**src/sv/dipa_pkg.sv**
```systemverilog
// Package for the dotted IPv4 address parser: types, codes and character constants.
package dipa_pkg;

    localparam logic [7:0] CH_NUL   = 8'h00;
    localparam logic [7:0] CH_BLANK = 8'h20;
    localparam logic [7:0] CH_TAB   = 8'h09;
    localparam logic [7:0] CH_CR    = 8'h0D;
    localparam logic [7:0] CH_DOT   = 8'h2E;
    localparam logic [7:0] CH_0     = 8'h30;
    localparam logic [7:0] CH_1     = 8'h31;
    localparam logic [7:0] CH_7     = 8'h37;
    localparam logic [7:0] CH_9     = 8'h39;
    localparam logic [7:0] CH_LX    = 8'h78;
    localparam logic [7:0] CH_UX    = 8'h58;
    localparam logic [7:0] CH_LA    = 8'h61;
    localparam logic [7:0] CH_LF    = 8'h66;
    localparam logic [7:0] CH_UA    = 8'h41;
    localparam logic [7:0] CH_UF    = 8'h46;

    localparam logic [31:0] ALL_ONES  = 32'hFFFF_FFFF;
    localparam logic [31:0] MAX_BYTE  = 32'h0000_00FF;
    localparam logic [31:0] MAX_HALF  = 32'h0000_FFFF;
    localparam logic [31:0] MAX_24BIT = 32'h00FF_FFFF;

    localparam int unsigned NUM_PARTS = 4;

    typedef enum logic [2:0] {
        PH_START,
        PH_AFTER_ZERO,
        PH_HEX_FIRST,
        PH_DIGITS,
        PH_DONE,
        PH_ERROR
    } phase_t;

    typedef enum logic [1:0] {
        BASE_DEC,
        BASE_OCT,
        BASE_HEX
    } base_t;

    // Classification of one string byte, produced by the front and used by the back.
    typedef struct packed {
        logic       nul;      // string terminator
        logic       space;    // 09..0D or 20
        logic       blank;    // exactly 20
        logic       dot;
        logic       hex_x;    // x or X
        logic       zero_ch;  // the digit 0
        logic       nz_dec;   // digits 1..9
        logic       dec;      // digits 0..9
        logic       oct;      // digits 0..7
        logic       hexd;     // 0..9, a..f, A..F
        logic [3:0] dval;     // digit value when any digit flag is set
    } char_class_t;

endpackage

```
**src/sv/dotted_ipv4_address_parser.sv**
```systemverilog
// Top level of the dotted IPv4 address parser: front, queue and back wired together.
//
//  channel | dir | handshake            | payload
//  --------+-----+----------------------+--------------------------------
//  in      | in  | in_valid / in_ready  | char_byte[7:0]
//  out     | out | out_valid / out_ready| address[31:0], refused
//
// One byte per cycle is taken while the queue has room; a word passes the front
// register, queue and back, and its result is registered when the back takes its
// zero byte; a result still waiting with ready low holds that zero byte back.
// The back end's parse step (shift-add by 8, 10 or 16 plus wrap compare) is
// the per-cycle limit. Reset puts the parser at the start of a fresh string.
// Only a zero byte needs a free result register; other bytes flow on while a
// result waits, and the two-word queue lets the front keep accepting.
module dotted_ipv4_address_parser (
    input  logic        clk,
    input  logic        rst_n,
    input  logic        in_valid,
    output logic        in_ready,
    input  logic [7:0]  char_byte,
    output logic        out_valid,
    input  logic        out_ready,
    output logic [31:0] address,
    output logic        refused
);

    // classified words from the front into the queue
    logic                  f_valid;
    logic                  f_ready;
    dipa_pkg::char_class_t f_cls;

    // queue head into the back end
    logic                  q_valid;
    logic                  q_ready;
    dipa_pkg::char_class_t q_cls;

    // Classify each incoming byte and register the classification.
    dipa_front u_front (
        .clk       (clk),
        .rst_n     (rst_n),
        .in_valid  (in_valid),
        .in_ready  (in_ready),
        .char_byte (char_byte),
        .cls_valid (f_valid),
        .cls_ready (f_ready),
        .cls       (f_cls)
    );

    // Decouple the front from stalls on the result side.
    dipa_queue u_queue (
        .clk      (clk),
        .rst_n    (rst_n),
        .wr_valid (f_valid),
        .wr_ready (f_ready),
        .wr_data  (f_cls),
        .rd_valid (q_valid),
        .rd_ready (q_ready),
        .rd_data  (q_cls)
    );

    // Advance the parse state and emit a result on each zero byte.
    dipa_back u_back (
        .clk       (clk),
        .rst_n     (rst_n),
        .cls_valid (q_valid),
        .cls_ready (q_ready),
        .cls       (q_cls),
        .out_valid (out_valid),
        .out_ready (out_ready),
        .address   (address),
        .refused   (refused)
    );

endmodule

```
**src/sv/dipa_front.sv**
```systemverilog
// Front stage: accept string bytes, classify them and register the classification.
module dipa_front (
    input  logic                  clk,
    input  logic                  rst_n,
    input  logic                  in_valid,
    output logic                  in_ready,
    input  logic [7:0]            char_byte,
    output logic                  cls_valid,
    input  logic                  cls_ready,
    output dipa_pkg::char_class_t cls
);

    logic                  valid_reg;
    logic                  valid_next;
    dipa_pkg::char_class_t cls_reg;
    dipa_pkg::char_class_t cls_next;
    logic                  is_letter;

    always_comb
    begin
        is_letter = ((char_byte >= dipa_pkg::CH_LA) && (char_byte <= dipa_pkg::CH_LF))
                 || ((char_byte >= dipa_pkg::CH_UA) && (char_byte <= dipa_pkg::CH_UF));
        cls_next.nul     = (char_byte == dipa_pkg::CH_NUL);
        cls_next.space   = ((char_byte >= dipa_pkg::CH_TAB) && (char_byte <= dipa_pkg::CH_CR))
                        || (char_byte == dipa_pkg::CH_BLANK);
        cls_next.blank   = (char_byte == dipa_pkg::CH_BLANK);
        cls_next.dot     = (char_byte == dipa_pkg::CH_DOT);
        cls_next.hex_x   = (char_byte == dipa_pkg::CH_LX) || (char_byte == dipa_pkg::CH_UX);
        cls_next.zero_ch = (char_byte == dipa_pkg::CH_0);
        cls_next.nz_dec  = (char_byte >= dipa_pkg::CH_1) && (char_byte <= dipa_pkg::CH_9);
        cls_next.dec     = (char_byte >= dipa_pkg::CH_0) && (char_byte <= dipa_pkg::CH_9);
        cls_next.oct     = (char_byte >= dipa_pkg::CH_0) && (char_byte <= dipa_pkg::CH_7);
        cls_next.hexd    = cls_next.dec || is_letter;
        // letters a/A sit at low nibble 1, so add 9 to reach 10
        cls_next.dval    = is_letter ? (char_byte[3:0] + 4'd9) : char_byte[3:0];
    end

    assign in_ready   = !valid_reg || cls_ready;
    assign valid_next = in_ready ? in_valid : valid_reg;

    always_ff @(posedge clk or negedge rst_n)
    begin
        if (!rst_n)
        begin
            valid_reg <= 1'b0;
        end
        else
        begin
            valid_reg <= valid_next;
        end
    end

    always_ff @(posedge clk)
    begin
        if (in_valid && in_ready)
        begin
            cls_reg <= cls_next;
        end
    end

    assign cls_valid = valid_reg;
    assign cls       = cls_reg;

endmodule

```
**src/sv/dipa_queue.sv**
```systemverilog
// Two-word queue between the front and the back.
module dipa_queue (
    input  logic                  clk,
    input  logic                  rst_n,
    input  logic                  wr_valid,
    output logic                  wr_ready,
    input  dipa_pkg::char_class_t wr_data,
    output logic                  rd_valid,
    input  logic                  rd_ready,
    output dipa_pkg::char_class_t rd_data
);

    dipa_pkg::char_class_t mem [2];
    logic       wr_ptr_reg;
    logic       wr_ptr_next;
    logic       rd_ptr_reg;
    logic       rd_ptr_next;
    logic [1:0] count_reg;
    logic [1:0] count_next;
    logic       push;
    logic       pop;

    assign wr_ready = (count_reg != 2'd2);
    assign rd_valid = (count_reg != 2'd0);
    assign rd_data  = mem[rd_ptr_reg];
    assign push     = wr_valid && wr_ready;
    assign pop      = rd_valid && rd_ready;

    always_comb
    begin
        wr_ptr_next = push ? !wr_ptr_reg : wr_ptr_reg;
        rd_ptr_next = pop ? !rd_ptr_reg : rd_ptr_reg;
        count_next  = count_reg + {1'b0, push} - {1'b0, pop};
    end

    always_ff @(posedge clk or negedge rst_n)
    begin
        if (!rst_n)
        begin
            wr_ptr_reg <= 1'b0;
            rd_ptr_reg <= 1'b0;
            count_reg  <= 2'd0;
        end
        else
        begin
            wr_ptr_reg <= wr_ptr_next;
            rd_ptr_reg <= rd_ptr_next;
            count_reg  <= count_next;
        end
    end

    always_ff @(posedge clk)
    begin
        if (push)
        begin
            mem[wr_ptr_reg] <= wr_data;
        end
    end

endmodule

```
**src/sv/dipa_back.sv**
```systemverilog
// Back end: parse state machine, part store, final range check and result register.
module dipa_back (
    input  logic                  clk,
    input  logic                  rst_n,
    input  logic                  cls_valid,
    output logic                  cls_ready,
    input  dipa_pkg::char_class_t cls,
    output logic                  out_valid,
    input  logic                  out_ready,
    output logic [31:0]           address,
    output logic                  refused
);

    dipa_pkg::phase_t phase_reg;
    dipa_pkg::phase_t phase_next;
    dipa_pkg::base_t  base_reg;
    dipa_pkg::base_t  base_next;
    dipa_pkg::base_t  dig_base;
    logic [31:0] acc_reg;
    logic [31:0] acc_next;
    logic        seen_reg;
    logic        seen_next;
    logic [2:0]  count_reg;
    logic [2:0]  count_next;
    logic [31:0] parts_reg [dipa_pkg::NUM_PARTS];
    logic        store_en;
    logic        start_reg;
    logic        start_next;
    logic        lone_reg;
    logic        lone_next;
    logic        out_valid_reg;
    logic        out_valid_next;
    logic [31:0] address_reg;
    logic        refused_reg;

    logic        step;
    logic        dig_ok;
    logic [31:0] scaled;
    logic [31:0] acc_new;

    // finish path
    logic        fin_ok;
    logic [31:0] fin_addr;
    logic        app;
    logic [31:0] app_val;
    logic [2:0]  cnt_f;
    logic [31:0] p0;
    logic [31:0] p1;
    logic [31:0] p2;
    logic [31:0] p3;
    logic [31:0] v;

    // Terminator waits for a free result slot; other bytes never stall.
    assign cls_ready = !cls.nul || !out_valid_reg || out_ready;
    assign step      = cls_valid && cls_ready;

    assign dig_base = (phase_reg == dipa_pkg::PH_AFTER_ZERO) ? dipa_pkg::BASE_OCT : base_reg;

    always_comb
    begin
        unique case (dig_base)
            dipa_pkg::BASE_HEX:
            begin
                dig_ok = cls.hexd;
                scaled = {acc_reg[27:0], 4'b0000};
            end
            dipa_pkg::BASE_OCT:
            begin
                dig_ok = cls.oct;
                scaled = {acc_reg[28:0], 3'b000};
            end
            default:
            begin
                dig_ok = cls.dec;
                scaled = {acc_reg[28:0], 3'b000} + {acc_reg[30:0], 1'b0};
            end
        endcase
        acc_new = scaled + {28'd0, cls.dval};
    end

    // Parse state machine, one byte per step.
    always_comb
    begin
        logic run_dig;
        logic eff_seen;
        run_dig    = 1'b0;
        eff_seen   = seen_reg;
        phase_next = phase_reg;
        base_next  = base_reg;
        acc_next   = acc_reg;
        seen_next  = seen_reg;
        count_next = count_reg;
        start_next = start_reg;
        lone_next  = lone_reg;
        store_en   = 1'b0;
        if (step)
        begin
            if (cls.nul)
            begin
                phase_next = dipa_pkg::PH_START;
                base_next  = dipa_pkg::BASE_DEC;
                acc_next   = 32'd0;
                seen_next  = 1'b0;
                count_next = 3'd0;
                start_next = 1'b1;
                lone_next  = 1'b0;
            end
            else if (start_reg && cls.blank)
            begin
                start_next = 1'b0;
                lone_next  = 1'b1;
                phase_next = dipa_pkg::PH_ERROR;
            end
            else
            begin
                start_next = 1'b0;
                lone_next  = 1'b0;
                unique case (phase_reg)
                    dipa_pkg::PH_START:
                    begin
                        if (cls.zero_ch)
                        begin
                            acc_next   = 32'd0;
                            phase_next = dipa_pkg::PH_AFTER_ZERO;
                        end
                        else if (cls.nz_dec)
                        begin
                            base_next  = dipa_pkg::BASE_DEC;
                            acc_next   = {28'd0, cls.dval};
                            seen_next  = 1'b1;
                            phase_next = dipa_pkg::PH_DIGITS;
                        end
                        else
                        begin
                            phase_next = dipa_pkg::PH_ERROR;
                        end
                    end
                    dipa_pkg::PH_AFTER_ZERO:
                    begin
                        if (cls.hex_x)
                        begin
                            base_next  = dipa_pkg::BASE_HEX;
                            phase_next = dipa_pkg::PH_HEX_FIRST;
                        end
                        else
                        begin
                            base_next  = dipa_pkg::BASE_OCT;
                            seen_next  = 1'b1;
                            eff_seen   = 1'b1;
                            phase_next = dipa_pkg::PH_DIGITS;
                            run_dig    = 1'b1;
                        end
                    end
                    dipa_pkg::PH_HEX_FIRST:
                    begin
                        if (cls.hexd)
                        begin
                            acc_next   = {28'd0, cls.dval};
                            seen_next  = 1'b1;
                            phase_next = dipa_pkg::PH_DIGITS;
                        end
                        else
                        begin
                            phase_next = dipa_pkg::PH_ERROR;
                        end
                    end
                    dipa_pkg::PH_DIGITS:
                    begin
                        run_dig = 1'b1;
                    end
                    dipa_pkg::PH_DONE:
                    begin
                        phase_next = dipa_pkg::PH_DONE;
                    end
                    default:
                    begin
                        phase_next = dipa_pkg::PH_ERROR;
                    end
                endcase

                if (run_dig)
                begin
                    if (dig_ok)
                    begin
                        // a wrapped value below the old one refuses the digit
                        if (acc_new < acc_reg)
                        begin
                            phase_next = dipa_pkg::PH_ERROR;
                        end
                        else
                        begin
                            acc_next  = acc_new;
                            seen_next = 1'b1;
                        end
                    end
                    else if (!eff_seen)
                    begin
                        phase_next = dipa_pkg::PH_ERROR;
                    end
                    else if (count_reg[2])
                    begin
                        phase_next = dipa_pkg::PH_ERROR;
                    end
                    else
                    begin
                        store_en   = 1'b1;
                        count_next = count_reg + 3'd1;
                        if (cls.dot)
                        begin
                            phase_next = dipa_pkg::PH_START;
                            base_next  = dipa_pkg::BASE_DEC;
                            acc_next   = 32'd0;
                            seen_next  = 1'b0;
                        end
                        else if (cls.space)
                        begin
                            phase_next = dipa_pkg::PH_DONE;
                        end
                        else
                        begin
                            phase_next = dipa_pkg::PH_ERROR;
                        end
                    end
                end
            end
        end
    end

    // Finish: append the open part, range-check, assemble, swap to network order.
    always_comb
    begin
        app     = (phase_reg == dipa_pkg::PH_AFTER_ZERO) || (phase_reg == dipa_pkg::PH_DIGITS);
        app_val = (phase_reg == dipa_pkg::PH_DIGITS) ? acc_reg : 32'd0;
        cnt_f   = count_reg + {2'd0, app};
        p0 = (app && count_reg == 3'd0) ? app_val : parts_reg[0];
        p1 = (app && count_reg == 3'd1) ? app_val : parts_reg[1];
        p2 = (app && count_reg == 3'd2) ? app_val : parts_reg[2];
        p3 = (app && count_reg == 3'd3) ? app_val : parts_reg[3];
        v      = 32'd0;
        fin_ok = 1'b0;
        case (cnt_f)
            3'd1:
            begin
                v      = p0;
                fin_ok = 1'b1;
            end
            3'd2:
            begin
                v      = {p0[7:0], p1[23:0]};
                fin_ok = (p0 <= dipa_pkg::MAX_BYTE) && (p1 <= dipa_pkg::MAX_24BIT);
            end
            3'd3:
            begin
                v      = {p0[7:0], p1[7:0], p2[15:0]};
                fin_ok = (p0 <= dipa_pkg::MAX_BYTE) && (p1 <= dipa_pkg::MAX_BYTE)
                      && (p2 <= dipa_pkg::MAX_HALF);
            end
            3'd4:
            begin
                v      = {p0[7:0], p1[7:0], p2[7:0], p3[7:0]};
                fin_ok = (p0 <= dipa_pkg::MAX_BYTE) && (p1 <= dipa_pkg::MAX_BYTE)
                      && (p2 <= dipa_pkg::MAX_BYTE) && (p3 <= dipa_pkg::MAX_BYTE);
            end
            default:
            begin
                v      = 32'd0;
                fin_ok = 1'b0;
            end
        endcase
        if (!app && (phase_reg != dipa_pkg::PH_DONE))
        begin
            fin_ok = 1'b0;
        end
        if (lone_reg)
        begin
            fin_ok   = 1'b1;
            fin_addr = 32'd0;
        end
        else
        begin
            fin_addr = fin_ok ? {v[7:0], v[15:8], v[23:16], v[31:24]} : dipa_pkg::ALL_ONES;
        end
    end

    assign out_valid_next = (step && cls.nul) || (out_valid_reg && !out_ready);

    always_ff @(posedge clk or negedge rst_n)
    begin
        if (!rst_n)
        begin
            phase_reg     <= dipa_pkg::PH_START;
            base_reg      <= dipa_pkg::BASE_DEC;
            acc_reg       <= 32'd0;
            seen_reg      <= 1'b0;
            count_reg     <= 3'd0;
            start_reg     <= 1'b1;
            lone_reg      <= 1'b0;
            out_valid_reg <= 1'b0;
        end
        else
        begin
            phase_reg     <= phase_next;
            base_reg      <= base_next;
            acc_reg       <= acc_next;
            seen_reg      <= seen_next;
            count_reg     <= count_next;
            start_reg     <= start_next;
            lone_reg      <= lone_next;
            out_valid_reg <= out_valid_next;
        end
    end

    always_ff @(posedge clk)
    begin
        if (store_en)
        begin
            parts_reg[count_reg[1:0]] <= acc_reg;
        end
        if (step && cls.nul)
        begin
            address_reg <= fin_addr;
            refused_reg <= !fin_ok;
        end
    end

    assign out_valid = out_valid_reg;
    assign address   = address_reg;
    assign refused   = refused_reg;

endmodule

```
**config.mk**
```make
export PLATFORM = sky130hd
export DESIGN_NAME = dotted_ipv4_address_parser
export DESIGN_NICKNAME = d
export VERILOG_FILES = /design/src/sv/dipa_pkg.sv /design/src/sv/dotted_ipv4_address_parser.sv /design/src/sv/dipa_front.sv /design/src/sv/dipa_queue.sv /design/src/sv/dipa_back.sv
export SDC_FILE = /design/constraint.sdc
export NUM_CORES = 1
export LEC_CHECK = 0
export ABC_AREA = 1
export BUFFER_PORTS_ARGS = -buffer_cell sky130_fd_sc_hd__buf_2
export CORE_MARGIN = 1.5
export CORE_UTILIZATION = 40
export CTS_BUF_LIST = sky130_fd_sc_hd__clkbuf_2
export CTS_CLUSTER_SIZE = 40
export DETAILED_ROUTE_END_ITERATION = 10
export PLACE_DENSITY_LB_ADDON = 0.1
export SYNTH_ARGS = -nofsm -noshare
export SYNTH_HDL_FRONTEND = slang
export SYNTH_HIERARCHICAL = 1
export SYNTH_SLANG_ARGS = --single-unit
export TNS_END_PERCENT = 20
```
**constraint.sdc**
```tcl
create_clock -name clk -period 8.25 [get_ports clk]
set_clock_uncertainty 0.05 [all_clocks]
set_input_delay 0.825 -clock clk [delete_from_list [all_inputs] [get_ports clk]]
set_output_delay 0.825 -clock clk [all_outputs]
set_load 0.02 [all_outputs]
```
Yosys cells after proc, flatten, opt, wreduce, memory -nomap -nowiden:

Memories as Yosys holds them, arrays and structs flattened.
Index checks and enable logic that the tools add are counted.

* magnitude comparators: 17
* $add $sub $neg: 7
* reductions and logical operators: 48
* muxes and demuxes: 93
* equality and inequality tests: 23

Operators with widths (count)
* $mux W32: 17
* $le A32 B8 Y1 const B: 4
* $pmux W32 S2: 2
* $pmux W32 S4: 1
* $mux W3: 17
* $mux W1: 38
* $add A32 B32 Y32: 1
* $add A32 B4 Y32: 1
* $le A32 B16 Y1 const B: 1
* $le A32 B24 Y1 const B: 1
* $lt A32 B32 Y1: 1
* $eq A8 B6 Y1 const B: 3
* $logic_and A1 B1 Y1: 22
* $mux W2: 11
* $eq A3 B2 Y1 const B: 6
* $eq A8 B7 Y1 const B: 2
* $ge A8 B6 Y1 const B: 2
* $ge A8 B7 Y1 const B: 2
* $le A8 B6 Y1 const B: 2
* $le A8 B7 Y1 const B: 2
* $pmux W3 S5: 1
* $eq A3 B1 Y1 const B: 3
* $logic_or A1 B1 Y1: 9
* $ge A8 B4 Y1 const B: 1
* 24 further kinds: 38

* RAM bits: 156
* bits of input ports: 12
* bits in registers: 96
* logic and storage cells: 216
* memories kept: 2

Memories
* u_back.parts_reg: depth 4, bits a word 32, read ports 4, clocked after Yosys merged registers in 0, write ports 1, RTL line dipa_back.sv:25 `logic [31:0] parts_reg [dipa_pkg::NUM_PARTS];`
* u_queue.mem: depth 2, bits a word 14, read ports 1, clocked after Yosys merged registers in 0, write ports 1, RTL line dipa_queue.sv:13 `dipa_pkg::char_class_t mem [2];`

Logic depth before layout (Yosys ltp):

Gate-level depths: netlist (run 1).
An unclocked memory read counts as a cell.

* depth after elaboration: 14
* mapped depth: 40
* depth with buffers taken out: 36

Modules after synthesis:

The synthesis (run 1) kept the hierarchy.

Modules (own cells, without submodules)
* dipa_back: instances 1, area an instance 14462.6 sq um, cells each 1959
* dipa_queue: instances 1, area an instance 1242.4 sq um, cells each 104
* dipa_front: instances 1, area an instance 960.9 sq um, cells each 94

Least setup slack after synthesis (run 1):

Ideal clock, no wire load.

* path kind: flip-flop to flip-flop
* start point: reg u_back.phase_reg[2]
* end point: reg u_back.acc_reg[9]
* buffers on the path: 5
* slack: 2.272 ns
* cell stages (with the launch flop): 38
* arrival: 5.805 ns
* required time: 8.077 ns
* period minus slack after synthesis: 5.978 ns
* cell sequence: dfrtp_1 > inv_2 > nand2_1 > nor2_1 > inv_1 > nand2_1 > ha_1 > clkbuf_1 > buf_2 > buf_1 > nand2_1 > inv_1 > ha_1 > inv_1 > fa_1 > nor2_1 > o21ai_1 > nor2_1 > [2 not listed] > nand2_1 > nor2_2 > nand3_2 > nor2_2 > nand3_1 > nand2_1 > nand2_1 > ha_1 > nand4_1 > nor3_1 > nor4b_1 > nand2_1 > nand2_1 > clkbuf_1 > clkbuf_1 > o21ai_0 > o21ai_0 > nand2_1

* word-level cells in the longest chain between the ends: 11
* elaborated cells on any way between the ends: 28
* those cells by class: add/sub: 1; order compare: 1; eq/ne: 5; mux: 20; reduce/logical: 1

RTL lines
* start: declaration: RTL line dipa_back.sv:14 `dipa_pkg::phase_t phase_reg;`
* start signal: assignment: RTL line dipa_back.sv:291 `phase_reg <= dipa_pkg::PH_START;`
* start signal: assignment: RTL line dipa_back.sv:302 `phase_reg <= phase_next;`
* $eq A3 B1 Y1: RTL line dipa_back.sv:57, dipa_back.sv:118
* $mux W2: RTL line dipa_back.sv:57 `assign dig_base = (phase_reg == dipa_pkg::PH_AFTER_ZERO) ? dipa_pkg::BASE_OCT : base_reg;`
* $eq A2 B1 Y1 / $eq A2 B2 Y1 (equally long branches): RTL line dipa_back.sv:61 `unique case (dig_base)`
* $pmux W32 S2: RTL line dipa_back.sv:61
* $add A32 B4 Y32: RTL line dipa_back.sv:78 `acc_new = scaled + {28'd0, cls.dval};`
* $lt A32 B32 Y1: RTL line dipa_back.sv:186 `if (acc_new < acc_reg)`
* $mux W32: RTL line dipa_back.sv:186
* $mux W32: RTL line dipa_back.sv:183 `if (dig_ok)`
* $mux W32 (*): RTL line dipa_back.sv:181 `if (run_dig)`
* $mux W32 (*): RTL line dipa_back.sv:108 `else if (start_reg && cls.blank)`
* $mux W32 (*): RTL line dipa_back.sv:98 `if (cls.nul)`
* end signal: assignment: RTL line dipa_back.sv:304 `acc_reg <= acc_next;`
* end: declaration: RTL line dipa_back.sv:19 `logic [31:0] acc_reg;`

Mark *: on every way between the ends. The rest lies on a longest branch, timed or not. The select of a mux whose other input is x is not followed.
A chain may end at the register's enable or synchronous reset.

Worst setup path after layout (run 1):

* start point: reg u_back.phase_reg[2]
* end point: reg u_back.acc_reg[18]

The elaborated chain is that of the path after synthesis.

==> results by group, run 1 <==
Floorplan
  – Die area: between 40,000 and 50,000 µm²
  – Initial Utilization: 0.406
  – Height of the die: 207 µm
  – Std-Cell Rows: 74
  – # IOs: 47
  – Core area: ~40,000 µm²
  – Die width: 207 µm

Placed design
  – Dpl cells: 2,689
  – Area after DPL: approximately 17,000 µm²
  – RePlAce Congestion: 0.891
  – Hpwl dp: about 38 mm
  – Port bufs: 46

Yosys
  – Area contributors post-synth: edfxtp_1 (37%), nand2_1 (15%), dfrtp_1 (7.2%), inv_1 (6.2%), ha_1 (5.7%)
  – Unique masters post-synth: 57
  – Syn Nets: 2,247
  – Async S/R FF share, synth: 0.194
  – Ys Warns: 6
  – Number of synthesized flops with an enable pin: slightly above 200
  – Yosys top cell by area: edfxtp_1
  – Avg Cell Area, Syn: 7.73 µm²
  – Most used flip-flop cell after synthesis: edfxtp_1
  – Register area share after synthesis: 0.439
  – Count leader, synth: nand2_1
  – Gate Count Post-Synth: 2,157
  – Commonest cells post-synth: nand2_1 (680), inv_1 (275), edfxtp_1 (203)
  – Synth top area share: 0.366
  – FF+latch count, synth: 252
  – Synthesized area: between 15,000 and 20,000 µm²

STA
  – Fmax: 147 MHz
  – RSZ-0062 raised after global routing: false
  – Slew Viols, Final: 0
  – Final Hold Viols: 0
  – Slew headroom: 0.326
  – Final Cycle Share: 0.826
  – Min Tclk post-route: slightly below 7 ns
  – # setup viols final: 0
  – Tightest Pin Transition: just over 1 ns
  – Setup TNS Final: 0 ns
  – Final Hold Slack: between 0.2 and 0.3 ns

Setup path
  – Worst path bufs/invs: 6
  – Worst Path Max Fanout: 32
  – CP max stage cell: nand2_1
  – CP Capture Type: flop
  – Crit path max-delay family: simple AND/OR/NAND/NOR gates
  – Crit start category: flop
  – Crit path required time: roughly 9 ns
  – Top cell by count, worst path: nand2_1
  – WS Path Type: reg2reg
  – Slowest stage delay, CP: 0.60 ns
  – Critical path arrival: 7.53 ns

Global route
  – Initial antenna violation count: 2
  – Grt ovf: 0
  – First-pass GRT wire length: between 70 and 80 mm
  – Total GRT Usage: 0.237
  – Largest net degree at the start of global routing: 65
  – Vias in the first global route: roughly 14k

Job
  – Maxcap violations: 0

Route
  – WL final: approximately 51 mm
  – First drt pass iteration count: 8
  – Total number of vias: approximately 15k
  – First DRT Iteration DRCs: ~1.1k
  – Vias per cell: approximately 5.3
  – Antenna Violating Nets Remaining: 0
  – # DRC: 0
  – WL/cell: roughly 18 µm

Finish
  – Design area: approximately 18,000 µm²
  – Finished Core Util: 0.442
  – Area taken by multi-input logic gates: 7950 µm²
  – Register Area: around 7300 µm²
  – Layout cells sized above 1: 0.106
  – Area delta synth->final: 8.69%
  – Number of flip-flops in the largest register: approximately 130
  – Fillcell total: 4,209
  – Final #Nets: 2,321
  – Final Instance Count excl. Fillers: 2,810

Pwr
  – Pleak: approximately 8.0 nW
  – Peak VDD IR: 0.233 mV
  – PwrDens: between 400 and 500 nW/µm²

Clock tree
  – Postcts setup bufs: 0
  – Worst-path clk slew: roughly 0.1 ns
  – Clk Latency, worst-skew pair: approximately 0.97 ns
  – CTS Buffer Depth: 3
  – H-tree depth: 3
  – TritonCTS Buffers: 69
  – TritonCTS Sinks: around 250
  – TritonCTS clock tree: yes
  – Clock root buffer: clkbuf_2

Hold path
  – Tightest Hold Check Type: in2reg

Status
  – Status: complete, no violations
## metal layers
layer | part of all wire | vias up | GRT usage
met5 | 0 | - | 0
met3 | 0.055 | 55 | 0.0406
li1 | - | 7445 | -
met4 | 0.019 | 0 | 0.0751
met1 | 0.46 | 6954 | 0.320
met2 | 0.47 | 436 | 0.389
## repair_timing
item,CTS,global route
gates resized for setup,0,0
hold buffers,3,0
endpoints found under the hold margin,50,0
## final timing paths
path	startpoint	to	slack, ns	cells past startpoint
worst min register to register	u_front/cls[7]	u_queue/mem[1][7]	0.33	0
worst max-delay path	u_back/phase_reg[2]	u_back/acc_reg[18]	1.44	36
min in group asynchronous	rst_n	u_back/lone_reg	0.52	3
worst max register to register	u_back/phase_reg[2]	u_back/acc_reg[18]	1.44	36
max in group asynchronous	rst_n	u_back/acc_reg[28]	7.09	3
worst min-delay path	char_byte[0]	u_front/cls[0]	0.25	3
## area by class of cell
cell class | count | share of cell area
diodes | 3 | 0.000414
clock buffers | 97 | 0.0268
clock inverters | 18 | 0.00822
inverters | 290 | 0.0602
multi-input cells | 1544 | 0.439
flip-flops and latches | 252 | 0.404
well taps | 532 | 0.0367
repair buffers | 74 | 0.0247
## through the flow
stage | total power, mW | setup WS, ns
2_1_floorplan | 5.45 | 2.27
3_3_place_gp | 6.94 | 1.60
3_5_place_dp | 6.97 | 1.52
4_1_cts | 7.93 | 1.48
5_1_grt | 8.67 | 0.802
6_report | 7.93 | 1.44
## cell families (layout without fill, tap and decap cells)
family	after synthesis	count (layout)	synth area share
AO/OA/AOI/OAI	406	406	0.142
XOR/XNOR	12	12	0.00631
adder cells (fa/ha/maj)	78	78	0.0595
AND/OR/NAND/NOR	1048	1048	0.267
buffers and inverters	361	479	0.0859
other	0	3	0
flip-flops	252	252	0.439
## power by group
group	internal (mW)	switching, mW	total, mW
Sequential	1.72	0.270	1.99
Clock	0.407	0.524	0.932
Combinational	1.48	3.53	5.01
Total	3.61	4.32	7.93
## worst register-to-register path: cells and delay by family (launching register included)
kind	cells	cell delay [ns]
flip-flops	1	0.48
adder cells (fa/ha/maj)	4	1.11
buffers and inverters	6	1.06
AO/OA/AOI/OAI	2	0.16
AND/OR/NAND/NOR	24	3.81
## layout by cell type, fill, tap and decap left out, types with 20 or more instances in the layout
cell,instances
clkbuf_2,97
a21oi_1,97
nor2_1,117
nor3_1,22
edfxtp_1,203
buf_2,46
nand2_1,680
o221ai_1,20
inv_1,275
buf_4,25
ha_1,76
nand4_1,26
nand3_1,133
o22ai_1,48
o21ai_0,169
dfrtp_1,48
Note: power is estimated with default switching activity, not from simulation.
==> inputs of run 2 (changes only) <==
--- a/config.mk
+++ b/config.mk
@@ -5,7 +5,7 @@
 export SDC_FILE = /design/constraint.sdc
 export NUM_CORES = 1
 export LEC_CHECK = 0
-export ABC_AREA = 1
+export ABC_AREA = 0
 export BUFFER_PORTS_ARGS = -buffer_cell sky130_fd_sc_hd__buf_2
 export CORE_MARGIN = 1.5
 export CORE_UTILIZATION = 40
==> constraint.sdc (replaced) <==
create_clock -name clk -period 6.3 [get_ports clk]
set_clock_uncertainty 0.05 [all_clocks]
set_input_delay 0.63 -clock clk [delete_from_list [all_inputs] [get_ports clk]]
set_output_delay 0.63 -clock clk [all_outputs]
set_load 0.02 [all_outputs]
==> run 2 against run 1 <==
Compared with the run above: sequential power up 26%; sequential cell count unchanged; final area is 5.0% lower; wire length is 5.0% lower; worst hold slack got worse by 0.15 ns; critical path type unchanged; largest cell class unchanged; highest routed layer unchanged.
==> results by group, run 2 <==
Status
  – Status: complete, no violations (unchanged)

Route
  – Met3 wire length: 3.00 mm (was 2.78 mm)
  – First DRT Iteration DRCs: 1,093 (was 1,140)
  – Total number of vias: 13.0k (was 14.9k)
  – Antenna Violating Nets Remaining: 0 (unchanged)
  – Met1 WL: 22.0 mm (was 23.4 mm)
  – Met2 WL: 21.8 mm (was 23.7 mm)
  – First drt pass iteration count: 7 (was 8)
  – WL final: 48.2 mm (was 50.8 mm)
  – Top Layer Used: met4 (unchanged)
  – WL/cell: 21.8 µm (was 18.1 µm)
  – # DRC: 0 (unchanged)
  – Vias per cell: 5.87 (was 5.30)

Yosys
  – Synthesized area: 15,300 µm² (was 16,700 µm²)
  – Post-synthesis adder-cell area fraction: 0.0648 (was 0.0595)
  – Most used flip-flop cell after synthesis: edfxtp_1 (unchanged)
  – Commonest cells post-synth: edfxtp_1 (203), a21oi_1 (194), nand2_1 (129), nor2_1 (129), ha_1 (76) (was nand2_1 (680), inv_1 (275), edfxtp_1 (203))
  – Number of synthesized flops with an enable pin: 203 (unchanged)
  – Yosys top cell by area: edfxtp_1 (unchanged)
  – Compound-Gate Fraction of Synth Area: 0.208 (was 0.142)
  – Avg Cell Area, Syn: 9.91 µm² (was 7.73 µm²)
  – Count leader, synth: edfxtp_1 (was nand2_1)
  – Ys Warns: 6 (unchanged)
  – Area contributors post-synth: edfxtp_1 (40%), dfrtp_1 (7.9%), a21oi_1 (6.4%), ha_1 (6.2%), nand2_1 (3.2%) (was edfxtp_1 (37%), nand2_1 (15%), dfrtp_1 (7.2%), inv_1 (6.2%), ha_1 (5.7%))
  – Register area share after synthesis: 0.479 (was 0.439)
  – FF+latch count, synth: 252 (unchanged)
  – Post-Synth XOR/XNOR Area: 0.0251 (was 0.00631)
  – Mux cell area share after synthesis: 0.0147 (was 0)
  – Syn Nets: 1,632 (was 2,247)
  – Gate Count Post-Synth: 1,542 (was 2,157)
  – Simple-gate share of the synthesized area: 0.172 (was 0.267)
  – Async S/R FF share, synth: 0.194 (unchanged)
  – Unique masters post-synth: 103 (was 57)
  – Largest family of logic cells by synthesized area: compound AO/OA/AOI/OAI gates (was simple AND/OR/NAND/NOR gates)
  – Synth top area share: 0.399 (was 0.366)

Placed design
  – RePlAce Congestion: 0.923 (was 0.891)
  – Hpwl dp: 35.1 mm (was 37.6 mm)
  – Port bufs: 46 (unchanged)
  – Area after DPL: 16,400 µm² (was 17,400 µm²)

Finish
  – Number of flip-flops in the largest register: 128 (unchanged)
  – Commonest non-fill, non-tap cells in the layout: edfxtp_1 (203), a21oi_1 (191), nand2_1 (128), nor2_1 (125), clkbuf_2 (101) (was nand2_1 (680), inv_1 (275), edfxtp_1 (203), o21ai_0 (169), nand3_1 (133))
  – Finished Core Util: 0.457 (was 0.442)
  – Most common cell after layout, fill and taps aside: edfxtp_1 (was nand2_1)
  – Design area: 17,200 µm² (was 18,100 µm²)
  – Layout cells sized above 1: 0.180 (was 0.106)
  – Final #Nets: 1,741 (was 2,321)
  – Area delta synth->final: 12.6% (was 8.69%)

Clock tree
  – TritonCTS Buffers: 68 (was 69)
  – Clock root buffer: clkbuf_2 (unchanged)
  – TritonCTS Sinks: 252 (unchanged)
  – H-tree depth: 3 (unchanged)
  – Clk Latency, worst-skew pair: 0.99 ns (was 0.97 ns)
  – TritonCTS clock tree: yes (unchanged)
  – Worst-path clk slew: 0.11 ns (was 0.10 ns)
  – CTS Buffer Depth: 3 (unchanged)

Global route
  – Initial antenna violation count: 2 (unchanged)
  – Vias in the first global route: 12.4k (was 14.1k)
  – First-pass GRT wire length: 73.8 mm (was 79.5 mm)
  – Largest net degree at the start of global routing: 50 (was 65)
  – Total GRT Usage: 0.248 (was 0.237)
  – Grt ovf: 0 (unchanged)

Hold path
  – Endpoint, Worst Hold: u_front/cls[11] (was u_front/cls[0])
  – Tightest Hold Check Type: in2reg (unchanged)
  – Worst Hold Depth: 3 (unchanged)
  – Hold_sp: char_byte[5] (was char_byte[0])

Pwr
  – Reg power frac: 0.256 (was 0.251)
  – P_sw: 4.83 mW (was 4.32 mW)
  – Final Power: 9.80 mW (was 7.93 mW)
  – P_int: 4.97 mW (was 3.61 mW)
  – Clock power share: 0.127 (was 0.117)
  – Comb pwr share: 0.616 (was 0.632)
  – PwrDens: 569 nW/µm² (was 438 nW/µm²)
  – Peak VDD IR: 0.263 mV (was 0.233 mV)
  – Sw frac: 0.493 (was 0.545)
  – Pleak: 6.47 nW (was 8.01 nW)

Setup path
  – CP Capture Type: flop (unchanged)
  – Worst r2r src: u_back/phase_reg[0] (was u_back/phase_reg[2])
  – Crit path required time: 7.13 ns (was 8.97 ns)
  – Worst Path Max Fanout: 10 (was 32)
  – R2R Setup Slk: 0.40 ns (was 1.44 ns)
  – CP max stage cell: dfrtp_1 (was nand2_1)
  – Worst-case reg-to-reg path depth: 28 (was 36)
  – Slowest stage delay, CP: 0.42 ns (was 0.60 ns)
  – Top cell by count, worst path: and2_1 (was nand2_1)
  – RR Endpoint: u_back/acc_reg[5] (was u_back/acc_reg[18])
  – Crit start category: flop (unchanged)
  – Critical path arrival: 6.72 ns (was 7.53 ns)
  – WS Path Type: reg2reg (unchanged)

STA
  – Fmax: 170 MHz (was 147 MHz)
  – RSZ-0062 raised after global routing: false (unchanged)
  – Tightest Pin Transition: 1.24 ns (was 1.01 ns)
  – # setup viols final: 0 (unchanged)
  – Final Cycle Share: 0.936 (was 0.826)
  – Setup TNS Final: 0 ns (unchanged)
  – Slew Viols, Final: 0 (unchanged)
  – Slew headroom: 0.161 (was 0.326)
  – Final Hold Viols: 0 (unchanged)
  – Min Tclk post-route: 5.90 ns (was 6.81 ns)

Job
  – Maxcap violations: 0 (unchanged)

Floorplan
  – # IOs: 47 (unchanged)
  – Height of the die: 198 µm (was 207 µm)
  – Die width: 198 µm (was 207 µm)
  – Initial Utilization: 0.406 (about the same)
  – Die area: 39,400 µm² (was 42,900 µm²)
  – Core area: 37,700 µm² (was 41,000 µm²)
  – Std-Cell Rows: 71 (was 74)
## run 2: cell count changes after synthesis, moves of 23 or more
cell	before	now
nand2_1	680	129
inv_1	275	56
o21ai_0	169	54
a21oi_1	98	194
nand3_1	133	58
nor3_1	22	53
xnor2_1	4	27
## run 2: worst max path at each step
stage | startpoint | to | slack (ns) | depth (start not counted)
4_1_cts | u_back/phase_reg[0] | u_back/acc_reg[5] | 0.18 | 28
3_3_place_gp | u_back/phase_reg[0] | u_back/acc_reg[28] | 0.25 | 29
5_1_grt | u_back/phase_reg[0] | u_back/acc_reg[20] | 0.02 | 27
6_report | u_back/phase_reg[0] | u_back/acc_reg[5] | 0.40 | 28
3_5_place_dp | u_back/phase_reg[0] | u_back/acc_reg[5] | 0.20 | 28
2_1_floorplan | u_back/phase_reg[0] | u_back/acc_reg[11] | 0.008 | 36
## run 2: kinds of logic (layout without fill, tap and decap cells)
kind of cell / count (synthesis) / count (layout)
AO/OA/AOI/OAI: 489 / 489
XOR/XNOR: 43 / 43
adder cells (fa/ha/maj): 78 / 78
buffers and inverters: 141 / 303
flip-flops: 252 / 252
multiplexers: 20 / 20
other: 0 / 2
AND/OR/NAND/NOR: 519 / 519
## run 2: area by class of cell
cell class                      count  area, µm²
Multi-Input combinational cell   1149       7520
Sequential cell                   252       7320
Clock inverter                     22        164
Tap cell                          511        639
Antenna cell                        2       5.00
Timing Repair Buffer              124        838
Clock buffer                      101        505
Inverter                           56        210
Fill cell                        3714      20500
## run 2: timing repair
item,in CTS,in global routing
endpoints found under the setup margin,0,31
hold endpoints to repair,56,0
setup buffers,0,1
resized for setup,0,9
hold buffers,9,0
## run 2: per-stage QoR
step | hold WS (ns) | worst slack, ns | instances
2_1_floorplan | 0.284 | 0.00835 | 1542
3_3_place_gp | 0.373 | 0.247 | 2082
3_5_place_dp | 0.384 | 0.196 | 2082
4_1_cts | 0.00123 | 0.177 | 2214
5_1_grt | 0.0229 | 0.0223 | 2216
6_report | 0.102 | 0.404 | 2217
## run 2: metal layers
metal / vias to the layer above / global-route usage
li1: 6131 / -
met1: 6301 / 0.344
met2: 482 / 0.391
met3: 89 / 0.0404
met4: 0 / 0.0926
met5: - / 0
## run 2: power by group through the flow
stage	Clock, mW	Sequential [mW]	Combinational (mW)
floorplan	0	2.66	3.99
global placement	0	2.54	5.84
detailed placement	0	2.55	5.87
CTS	1.29	2.51	5.91
global route	1.37	2.56	6.58
finish	1.25	2.51	6.04
## run 2: critical path, delay by kind of cell, from the launching register on
family,cells,cell delay [ns]
simple gates,12,2.33
compound gates,9,1.59
fa+ha+maj,4,1.14
flops,1,0.42
xor+xnor,1,0.17
buf+inv,2,0.14
